## config.mk

```make
export PLATFORM = sky130hd
export DESIGN_NAME = sma_ctrl
export DESIGN_NICKNAME = d
export VERILOG_FILES = /design/src/design/sma_pkg.sv /design/src/design/sma_ctrl.sv
export SDC_FILE = /design/constraint.sdc
export NUM_CORES = 1
export LEC_CHECK = 0
export BUFFER_PORTS_ARGS = -buffer_cell sky130_fd_sc_hd__buf_2
export CAP_MARGIN = 25
export CORE_AREA = 2 2 39 41
export CTS_CLUSTER_DIAMETER = 40
export DETAILED_ROUTE_END_ITERATION = 10
export DIE_AREA = 0 0 41 43
export HOLD_SLACK_MARGIN = 0.15
export PLACE_DENSITY = 0.67
export REMOVE_ABC_BUFFERS = 1
export SLEW_MARGIN = 20
export SYNTH_ARGS = -nofsm -noshare
export SYNTH_HDL_FRONTEND = slang
export SYNTH_SLANG_ARGS = --single-unit
export TNS_END_PERCENT = 50
```

## constraint.sdc

```tcl
create_clock -name i_clk -period 1.5 [get_ports i_clk]
set_clock_uncertainty 0.15 [all_clocks]
set_input_delay 0.225 -clock i_clk [delete_from_list [all_inputs] [get_ports i_clk]]
set_output_delay 0.225 -clock i_clk [all_outputs]
set_load 0.02 [all_outputs]
```

## src/design/sma_pkg.sv

```systemverilog
// Shared types and codes for the stack machine ALU.
`timescale 1ns / 1ps
`default_nettype none

package sma_pkg;

    localparam int WORD_W   = 32;
    localparam int MODE_W   = 4;
    localparam int STATUS_W = 3;

    // opcodes
    localparam logic [MODE_W-1:0] OP_PUSH = 4'd0;
    localparam logic [MODE_W-1:0] OP_POP  = 4'd1;
    localparam logic [MODE_W-1:0] OP_MOVE = 4'd2;
    localparam logic [MODE_W-1:0] OP_ADD  = 4'd3;
    localparam logic [MODE_W-1:0] OP_SUB  = 4'd4;
    localparam logic [MODE_W-1:0] OP_MUL  = 4'd5;
    localparam logic [MODE_W-1:0] OP_DIV  = 4'd6;
    localparam logic [MODE_W-1:0] OP_MOD  = 4'd7;
    localparam logic [MODE_W-1:0] OP_LOG  = 4'd8;

    // status codes
    localparam logic [STATUS_W-1:0] ST_OK      = 3'd0;
    localparam logic [STATUS_W-1:0] ST_UNDER   = 3'd1;
    localparam logic [STATUS_W-1:0] ST_OVER    = 3'd2;
    localparam logic [STATUS_W-1:0] ST_DIVZ    = 3'd3;
    localparam logic [STATUS_W-1:0] ST_UNKNOWN = 3'd4;

    // controller -> datapath
    typedef struct packed {
        logic clear_step;
        logic latch_in;
        logic set_status;
        logic do_push;
        logic set_sp;
        logic load_top;
        logic rd_a;
        logic load_a;
        logic exec;
        logic div_start;
        logic div_take;
        logic write_back;
        logic load_out;
    } t_dp_cmd;

    // datapath -> controller
    typedef struct packed {
        logic [STATUS_W-1:0] err;
        logic                cls_push;
        logic                cls_spset;
        logic                cls_binop;
        logic                cls_div;
        logic                clr_last;
        logic                div_done;
    } t_dp_stat;

endpackage

`default_nettype wire

```

## src/design/sma_ctrl.sv

```systemverilog
// Controller state machine: request handshake, instruction sequencing, result handshake.
`timescale 1ns / 1ps
`default_nettype none

module sma_ctrl (
    input  wire logic              i_clk,
    input  wire logic              i_rst_n,
    input  wire logic              i_in_valid,
    output      logic              o_in_stall,
    output      logic              o_out_valid,
    input  wire logic              i_out_stall,
    output      sma_pkg::t_dp_cmd  o_cmd,
    input  wire sma_pkg::t_dp_stat i_stat
);

    localparam logic [3:0] S_CLEAR  = 4'd0;
    localparam logic [3:0] S_IDLE   = 4'd1;
    localparam logic [3:0] S_DECODE = 4'd2;
    localparam logic [3:0] S_RDTOP  = 4'd3;
    localparam logic [3:0] S_WAIT_A = 4'd4;
    localparam logic [3:0] S_EXEC   = 4'd5;
    localparam logic [3:0] S_DIV    = 4'd6;
    localparam logic [3:0] S_WB     = 4'd7;
    localparam logic [3:0] S_DONE   = 4'd8;

    logic [3:0] r_state;
    logic [3:0] n_state;
    logic       r_out_valid;
    logic       n_out_valid;
    logic       out_free;

    assign out_free   = !r_out_valid || !i_out_stall;
    assign o_in_stall = (r_state != S_IDLE);

    always_comb begin
        n_state = r_state;
        o_cmd   = '0;
        unique case (r_state)
            S_CLEAR: begin
                o_cmd.clear_step = 1'b1;
                if (i_stat.clr_last) n_state = S_IDLE;
            end
            S_IDLE: begin
                if (i_in_valid) begin
                    o_cmd.latch_in = 1'b1;
                    n_state        = S_DECODE;
                end
            end
            S_DECODE: begin
                o_cmd.set_status = 1'b1;
                priority if (i_stat.err != sma_pkg::ST_OK) begin
                    n_state = S_DONE;
                end else if (i_stat.cls_push) begin
                    o_cmd.do_push = 1'b1;
                    n_state       = S_DONE;
                end else if (i_stat.cls_spset) begin
                    o_cmd.set_sp = 1'b1;
                    n_state      = S_RDTOP;
                end else if (i_stat.cls_binop) begin
                    o_cmd.rd_a = 1'b1;
                    n_state    = S_WAIT_A;
                end else begin
                    n_state = S_DONE;
                end
            end
            S_RDTOP: begin
                o_cmd.load_top = 1'b1;
                n_state        = S_DONE;
            end
            S_WAIT_A: begin
                o_cmd.load_a = 1'b1;
                n_state      = S_EXEC;
            end
            S_EXEC: begin
                if (i_stat.cls_div) begin
                    o_cmd.div_start = 1'b1;
                    n_state         = S_DIV;
                end else begin
                    o_cmd.exec = 1'b1;
                    n_state    = S_WB;
                end
            end
            S_DIV: begin
                if (i_stat.div_done) begin
                    o_cmd.div_take = 1'b1;
                    n_state        = S_WB;
                end
            end
            S_WB: begin
                o_cmd.write_back = 1'b1;
                n_state          = S_DONE;
            end
            S_DONE: begin
                if (out_free) begin
                    o_cmd.load_out = 1'b1;
                    n_state        = S_IDLE;
                end
            end
            default: begin
                n_state = S_IDLE;
            end
        endcase
    end

    always_comb begin
        n_out_valid = r_out_valid;
        if (o_cmd.load_out) begin
            n_out_valid = 1'b1;
        end else if (!i_out_stall) begin
            n_out_valid = 1'b0;
        end
    end

    always_ff @(posedge i_clk) begin
        if (!i_rst_n) begin
            r_state     <= S_CLEAR;
            r_out_valid <= 1'b0;
        end else begin
            r_state     <= n_state;
            r_out_valid <= n_out_valid;
        end
    end

    assign o_out_valid = r_out_valid;

endmodule

`default_nettype wire

```

-- Yosys cells after proc, flatten, opt, wreduce, memory -nomap -nowiden
Index checks and enable logic that the tools add are counted.
- memory bits (writable): 0
- bits in latches: 0
- ROM bits: 0
- word-level logic and storage cells: 58
- memories: 0
- input port bits: 13
- register bits: 5
- reductions and logical operators: 7
- equal/unequal tests: 14
- bitwise logic cells: 0
- $add $sub $neg: 0
- multipliers: 0
- $lt $le $gt $ge: 0
- muxes and demuxes: 35
- divide/modulo/power cells: 0
- shift-type cells: 0
- operators by type and width (cell ; count):
    2-to-1 mux 4 bit ; 8
    one-hot mux 4 bit (8 select lines) ; 1
    2-to-1 mux 1 bit ; 23
    == test 4 x 3 -> 1 bit (second input constant) ; 4
    == test 4 x 2 -> 1 bit (second input constant) ; 2
    != test 2 bit (second input constant) ; 4
    == test 4 x 1 -> 1 bit (second input constant) ; 1
    == test 4 bit (second input constant) ; 1
    zero test 4 bit ; 1
    2-to-1 mux 2 bit ; 2
    != test 4 x 1 -> 1 bit (second input constant) ; 1
    AND reduction 4 bit ; 1
    2-to-1 mux 3 bit ; 1
    nonzero test 3 bit ; 1
    zero test 1 bit ; 2
    != test 2 x 1 -> 1 bit (second input constant) ; 1
    OR reduction 2 bit ; 1
    logical OR 1 bit ; 1

-- Longest topological paths before layout
Gate-level depths: netlist of the first run.
- depth in word-level cells: 5
- gate-level depth with buffers: 5
- mapped depth without buffers: 4

-- Worst setup path after synthesis of the first run
Ideal clock, no wire load.
- path kind: register to output
- start point: register r_state[3]
- end point: output o_cmd[4] (netlist bit)
- buffers on the path: 1
- data arrival time: 1456 ps
- stages on the path, launching flop included: 4
- slack: -331 ps
- cells stage by stage: dfxtp_1 buf_2 and2b_2 nor4bb_1
- RTL lines (element ; line ; text):
    from (decl) ; sma_ctrl.sv:26 ; logic [3:0] r_state;
    from (signal assigned) ; sma_ctrl.sv:119 ; r_state <= n_state;
    to (decl) ; sma_ctrl.sv:12 ; output sma_pkg::t_dp_cmd o_cmd,

==> flow_summary.ini, run 1 <==
[sta]
grt_setup_unrepaired = true
slew-limit-headroom = 0.772
tns_ns = -1.42
clock.fmax_ghz = 0.579
hold_viol_final = 0
fin_crit_ns = 1.73
period_share = 1.15
finalMaxSlewViolations = 0
setup_viol = 15
setup_ws_ns = -0.228
worst_pin_slew_ns = 0.339

[route]
drc = 0
drtAntennaViolNets = 0
vias_per_cell = 5.36
drt_iter0_drc = 7
num_vias = 633
drtPass1Iterations = 2
routed_wl_microns = 1510
wl_per_cell_microns = 12.8

[final_layout]
drive_above_1_share = 0.608
final_area_sq_um = 908
final_util = 0.656
diodes = 0
regArea_sq_um = 113
multiInputGateArea_sq_um = 410
fillers = 120
syn_to_final_growth_pct = 93.6
final_nets = 116

[yosys]
synth_common_cells = 7 x nand2_1, 5 x dfxtp_1
synth_area_leader_cell = dfxtp_1
synth_simple_gate_area_frac = 0.493
synth_mux_area_frac = 0
ys_ff_latch = 5
yosysTopAreaCellShare = 0.213
synth_area_leaders = dfxtp_1 21%, nand2_1 5.6%, nor4b_4 5.1%
yosysMostFrequentCell = nand2_1
synthCells = 59
async_flop_share = 0
synth_edf_count = 0
syn_avg_cell_area_sq_um = 7.95
synthAdderAreaFrac = 0
synth_compound_area_frac = 0.195
synth_area_sq_um = 469
synth-xor-area-share = 0.0187
synth_top_family_by_area = simple AND/OR/NAND/NOR gates
ys_warn_count = 0
synthDistinctLibCells = 31
synth_flop_cell = dfxtp_1
yosysSeqAreaShare = 0.213

[floorplan]
io_pins = 28
die_w_microns = 41
fp.dieArea_sq_um = 1760
core_area_sq_um = 1380
num_rows = 14
start_util = 0.339
chipHeight_microns = 43

[placement]
io_buffers = 27
dp.final_hpwl_microns = 971
post_dp_cell_area_sq_um = 658
dp_slack_ns = -0.0387
gp_congestion = 0.758

[grt]
grt_pass1_vias = 503
grt_max_degree = 11
grt_pass1_wl_microns = 2000
grt_usage = 0.168
antenna_found_initial = 0
grt_remaining_overflow = 0

[power]
power_density_nw_per_um2 = 472
power.leakage_nw = 0.406
worst_ir_drop_vdd_mv = 0.308

[worst_setup_path]
crit_type = reg2out
start_kind = flop
crit_required_ns = 1.12
crit_fanout = 5
arrival_ns = 1.35
end_kind = primary output

[cts]
h-tree-depth = 1
cts_root_buf = clkbuf_4
clockBufferDepth = 2
clock_sinks = 5
path_clk_slew_ns = 0.04
cts_buffers = 3
cts_tree = done
clk_latency_ns = 0.26

[min_path]
hold_class = in2reg

[status]
run_status = complete, but fails checks
violations = setup timing

[job]
max_cap_violations = 0
==> per-stage QoR <==
step                      total power, W  hold WS [ns]  std cells
after floorplan                 0.000191         0.192         54
after global placement          0.000233         0.342        106
after detailed placement        0.000235         0.355        106
after CTS                       0.000404         0.170        116
after global routing            0.000454         0.191        118
final                           0.000429         0.171        118
==> cell families (layout without fill, tap and decap cells) <==
logic type	count (synthesis)	in the layout
xor gates and xnor gates	1	1
AOI/OAI and AO/OA	13	13
buffers and inverters	6	49
and+or+nand+nor	34	34
DFF	5	5
==> cells in the final DEF (no fill, tap or decap), types with 2 or more instances in the layout <==
master         Yosys  routed
buf_2              3      16
buf_4              1      16
buf_6              1       8
nand2_1            7       6
and3_1             3       3
nor2b_1            3       3
nand3_1            3       3
o21ai_0            3       3
clkbuf_4           0       3
dlygate4sd3_1      0       3
dfxtp_4            0       3
a21oi_1            3       2
nor4b_4            1       2
nor2_2             1       2
and4b_1            2       2
a21boi_0           2       2
==> worst max-delay path: stages, from the launching register on <==
cell     delay [ns]
dfxtp_4        0.35
nor4b_4        0.35
and4b_1        0.28
buf_6          0.13
==> routing by layer <==
layer	wire length, microns	track usage
met5	0	0
met2	842	0.288
met4	14	0.0600
met1	566	0.183
met3	88	0.0471
==> state kept, by name, indices dropped and copies added, names as in the netlist <==
signal	flops
o_out_valid	1
r_state	4
==> repair_timing <==
| action | CTS | global route |
|---|---|---|
| pin swaps | 5 | 5 |
| endpoints found under the setup margin | 15 | 18 |
| resized for setup | 18 | 23 |
| setup buffers | 3 | 2 |
| hold endpoints to repair | 5 | 0 |
| gates cloned | 0 | 0 |
| hold buffers | 3 | 0 |
==> cell type report <==
class / count / area share
Tap cell: 16 / 0.0220
Multi-Input combinational cell: 48 / 0.452
Sequential cell: 5 / 0.124
Clock buffer: 4 / 0.0289
Timing Repair Buffer: 44 / 0.369
Inverter: 1 / 0.00413
==> final timing paths <==
kind,start,depth (start not counted),slack [ns],to
worst max register to register,r_state[3],5,-0.07,r_state[0]
worst max-delay path,r_state[3],3,-0.23,o_cmd[6]
worst min-delay path,i_stat[4],3,0.17,r_state[1]
worst min register to register,o_out_valid,2,0.36,o_out_valid
==> power breakdown <==
group	total [W]	switching, W	internal (W)	leakage (nW)
Sequential	0.000139	0.00000624	0.000132	0.0432
Clock	0.000168	0.0000672	0.000101	0.0150
Combinational	0.000121	0.0000596	0.0000619	0.348
No activity file was read; power rests on OpenSTA's default activity.
==> inputs of run 2 (changes only) <==
- CAP_MARGIN: 25 -> not set
- CTS_BUF_LIST: not set -> sky130_fd_sc_hd__clkbuf_8
==> run 2 against run 1 <==
  * The flow still finishes with violations (setup timing)
  * Critical path depth did not move
  * Flip-flop and latch count unchanged
  * Design area fell by 2.9%
  * Critical path type unchanged
  * Largest cell class unchanged
  * Highest routed layer is now met3
==> flow_summary.ini, run 2 (same netlist as run 1, synthesis figures left out) <==
[route]
drtAntennaViolNets = 0
drtPass1Iterations = 4
drt_iter0_drc = 6
num_vias = 602
routed_wl_microns = 1450
wl_per_cell_microns = 12.7
drc = 0
vias_per_cell = 5.28

[min_path]
hp-start = i_out_stall
hold_class = in2reg

[placement]
post_dp_cell_area_sq_um = 658
gp_congestion = 0.758
io_buffers = 27
dp.final_hpwl_microns = 971

[floorplan]
io_pins = 28
fp.dieArea_sq_um = 1760
core_area_sq_um = 1380
start_util = 0.339
chipHeight_microns = 43
num_rows = 14
die_w_microns = 41

[sta]
slew-limit-headroom = 0.774
grt_setup_unrepaired = true
hold_viol_final = 0
fin_crit_ns = 1.68
period_share = 1.12
worst_pin_slew_ns = 0.336
setup_ws_ns = -0.182
clock.fmax_ghz = 0.595
finalMaxSlewViolations = 0
setup_viol = 13
hold_slack_ns = 0.158

[final_layout]
diodes = 0
final_area_sq_um = 882
syn_to_final_growth_pct = 88.0
final_util = 0.637
final_nets = 112
multiInputGateArea_sq_um = 403
final_cell_mix = 17 x buf_2, 14 x buf_4, 8 x buf_6, 7 x nand2_1, 4 x dfxtp_4
fillers = 118
regArea_sq_um = 115
mostFrequentLayoutCell = buf_2
drive_above_1_share = 0.612
regMostFlops = r_state
largest_register_ffs = 4

[power]
worst_ir_drop_vdd_mv = 0.730
power.leakage_nw = 0.397
power_density_nw_per_um2 = 557

[worst_setup_path]
arrival_ns = 1.31
start_kind = flop
crit_required_ns = 1.12
crit_type = reg2out
crit_fanout = 5
r2r_start = r_state[3]
end_kind = primary output
crit_start = r_state[3]

[cts]
clk_latency_ns = 0.22
clock_sinks = 5
cts_tree = done
cts_buffers = 3
path_clk_slew_ns = 0.04
cts_root_buf = clkbuf_8
ctsHoldBuffers = 0
h-tree-depth = 1
clockBufferDepth = 2

[job]
max_cap_violations = 0

[grt]
grt_max_degree = 11
grt_remaining_overflow = 0
grt_usage = 0.159
antenna_found_initial = 0
grt_pass1_vias = 490
grt_pass1_wl_microns = 1930

[status]
violations = setup timing
run_status = complete, but fails checks
run 2: worst max-delay path, cell delays in order (launching register included):
cell	delay [ns]
dfxtp_4	0.35
nor4b_4	0.34
and4b_1	0.28
buf_6	0.13
run 2: worst paths after layout:
path	to	slack [ns]	cells after the start
worst max-delay path	o_cmd[6]	-0.18	3
worst min-delay path	o_out_valid	0.16	3
worst max register to register	r_state[2]	-0.02	6
worst min register to register	o_out_valid	0.37	2
run 2: metal layers:
layer	part of all wire	GRT usage	routed length, microns
met1	0.40	0.180	583
met2	0.55	0.281	788
met3	0.051	0.0471	73
met4	0	0.0200	0
met5	0	0	0
run 2: metrics by stage:
stage / power, W / TNS [ns] / worst slack, ns / cells
floorplan: 0.000191 / -1.90 / -0.369 / 54
global placement: 0.000233 / 0 / 0.0000236 / 106
detailed placement: 0.000235 / -0.0621 / -0.0387 / 106
CTS: 0.000477 / -0.907 / -0.185 / 112
global route: 0.000516 / -1.69 / -0.260 / 114
finish: 0.000492 / -0.817 / -0.182 / 114
run 2: cell type report:
cell class / count / area share
clock buffer: 3 / 0.0468
clock inverter: 1 / 0.00426
inverter: 1 / 0.00426
multi-input combinational: 48 / 0.457
sequential: 5 / 0.130
tap: 16 / 0.0227
timing repair buffer: 40 / 0.335
run 2: power by group:
group | switching (W) | leakage [nW] | total (W) | internal [W]
clock network | 0.0000635 | 0.0269 | 0.000239 | 0.000175
registers | 0.00000617 | 0.0436 | 0.000139 | 0.000133
logic | 0.0000578 | 0.326 | 0.000114 | 0.0000563
total | 0.000127 | 0.397 | 0.000492 | 0.000364
run 2: timing repair:
item	CTS	global route
endpoints found under the setup margin	15	17
pin swaps	5	5
endpoints found under the hold margin	0	0
setup buffers	2	2
cloned	0	0
resized for setup	17	22
==> inputs of run 3 (changes only) <==
--- a/config.mk
+++ b/config.mk
@@ -7,2 +7,3 @@
 export LEC_CHECK = 0
+export ABC_CLOCK_PERIOD_IN_PS = 1500
 export BUFFER_PORTS_ARGS = -buffer_cell sky130_fd_sc_hd__buf_2
==> constraint.sdc (replaced) <==
create_clock -name i_clk -period 1.5 [get_ports i_clk]
set_clock_uncertainty 0.15 [all_clocks]
set_input_delay 0.15 -clock i_clk [delete_from_list [all_inputs] [get_ports i_clk]]
set_output_delay 0.15 -clock i_clk [all_outputs]
set_load 0.02 [all_outputs]
==> run 3 against run 2 <==
  * The flow still finishes with violations (setup timing)
  * Setup slack improved by 0.049 ns
  * First-iteration DRC count grew 83%
  * Clock-buffer cell count unchanged
  * Die area unchanged
  * Utilization up 6.8 points
  * Combinational power up 16%
  * Via count up 8.8%
  * Clock power is 10% higher
  * Design area up 11%
==> flow_summary.ini, run 3 (same netlist as run 1, synthesis figures left out) <==
[status]
run_status = complete, but fails checks
violations = setup timing

[sta]
finalMaxSlewViolations = 0
period_share = 1.09
slew-limit-headroom = 0.729
fin_crit_ns = 1.63
setup_viol = 8
hold_viol_final = 0
worst_pin_slew_ns = 0.403
setup_ws_ns = -0.133
clock.fmax_ghz = 0.612
grt_setup_unrepaired = true

[route]
drtAntennaViolNets = 0
wl_per_cell_microns = 14.4
routed_wl_microns = 1720
num_vias = 655
vias_per_cell = 5.46
drtPass1Iterations = 4
drc = 0
drt_iter0_drc = 11

[worst_setup_path]
end_kind = primary output
r2r_start = r_state[3]
critPathMaxStageDelay_ns = 0.36
critical-path-slowest-cell = dfxtp_4
arrival_ns = 1.33
r2r_slack_ns = 0.01
crit_fanout = 4
start_kind = flop
crit_required_ns = 1.20
cp_cell_sequence = nor4b_4, and4b_1, buf_6
crit_start = r_state[3]
crit_type = reg2out
r2r_cells = 4
rr_endpoint = r_state[0]
cp-endpoint = o_cmd[6]

[grt]
grt_pass1_wl_microns = 2450
antenna_found_initial = 0
grt_remaining_overflow = 0
grt_max_degree = 10
grt_usage = 0.207
grt_pass1_vias = 600

[final_layout]
diodes = 0
regMostFlops = r_state
final_area_sq_um = 976
mostFrequentLayoutCell = buf_4
final_util = 0.705
largest_register_ffs = 4
final_nets = 118
final_cell_mix = 17 x buf_4, 16 x buf_2, 8 x buf_6, 6 x nand2_1
drive_above_1_share = 0.625
syn_to_final_growth_pct = 108
fin_cells = 120

[cts]
clk_latency_ns = 0.23
h-tree-depth = 1
cts_tree = done
path_clk_slew_ns = 0.04
cts_root_buf = clkbuf_8
cts_buffers = 3
clockBufferDepth = 2
clock_sinks = 5

[min_path]
hold_class = in2reg

[floorplan]
num_rows = 14
core_area_sq_um = 1380
fp.dieArea_sq_um = 1760
chipHeight_microns = 43
die_w_microns = 41
start_util = 0.339
io_pins = 28

[power]
power.leakage_nw = 0.425
pwr-share-seq = 0.260
p_int_w = 0.000376
switchingPower_w = 0.000158
power_density_nw_per_um2 = 548
swShare = 0.296
worst_ir_drop_vdd_mv = 0.293
comb_power_share = 0.247
power_w = 0.000535
pwr-share-clk = 0.493

[placement]
post_dp_cell_area_sq_um = 663
gp_congestion = 0.793
dp.final_hpwl_microns = 969
place_inst = 105
io_buffers = 27

[job]
max_cap_violations = 0
==> run 3: cell count changes in the layout (fill, tap and decap cells not counted), sizes merged <==
cell	delta
dlygate4sd3	+4
buf	+2
==> run 3: power groups by stage <==
stage	sequential, W	clock [W]	combinational [W]
floorplan	0.000149	0	0.0000425
global placement	0.000146	0	0.0000891
detailed placement	0.000146	0	0.0000908
CTS	0.000139	0.000261	0.000117
global route	0.000140	0.000270	0.000142
finish	0.000139	0.000264	0.000132
==> run 3: stage by stage <==
step	setup slack, ns	hold slack (ns)	setup TNS [ns]
finish	-0.133	0.168	-0.411
global route	-0.178	0.210	-1.00
CTS	-0.124	0.164	-0.426
detailed placement	-0.0240	0.304	-0.0240
global placement	0.00200	0.298	0
floorplan	-0.294	0.117	-1.41
==> run 3: layout make-up <==
cell class                      instances  area, sq um
Sequential cell                         5          115
Timing Repair Buffer                   46          358
Tap cell                               16         20.0
Fill cell                             107          408
Clock inverter                          1         3.75
Clock buffer                            3         41.3
Multi-Input combinational cell         48          434
Inverter                                1         3.75
==> run 3: worst max-delay path: cells and delay by family (launching register included) <==
kind | cells | cell delay [ns]
simple gates | 2 | 0.62
flops | 1 | 0.36
buf+inv | 1 | 0.13
==> run 3: what timing repair did <==
item / in CTS / in global routing
resized for setup: 27 / 17
hold buffers: 4 / 0
setup buffers: 8 / 3
setup endpoints to repair: 14 / 17
hold endpoints to repair: 5 / 0
pin swaps: 7 / 4
==> run 3: worst min-delay path by stage <==
stage	start	endpoint	slack (ns)	cells after the start
2_1_floorplan	i_rst_n	r_state[1]	0.12	1
3_3_place_gp	i_out_stall	o_out_valid	0.30	3
3_5_place_dp	i_rst_n	r_state[1]	0.30	2
4_1_cts	i_stat[2]	r_state[0]	0.16	4
5_1_grt	i_stat[2]	r_state[0]	0.21	4
6_report	i_stat[2]	r_state[0]	0.17	4
==> run 3: layer usage <==
metal	wire length (microns)	up-vias	global-route usage
met4	49	0	0.133
met1	647	304	0.220
li1	-	314	-
met3	96	6	0.00524
met5	0	-	0
met2	929	31	0.366
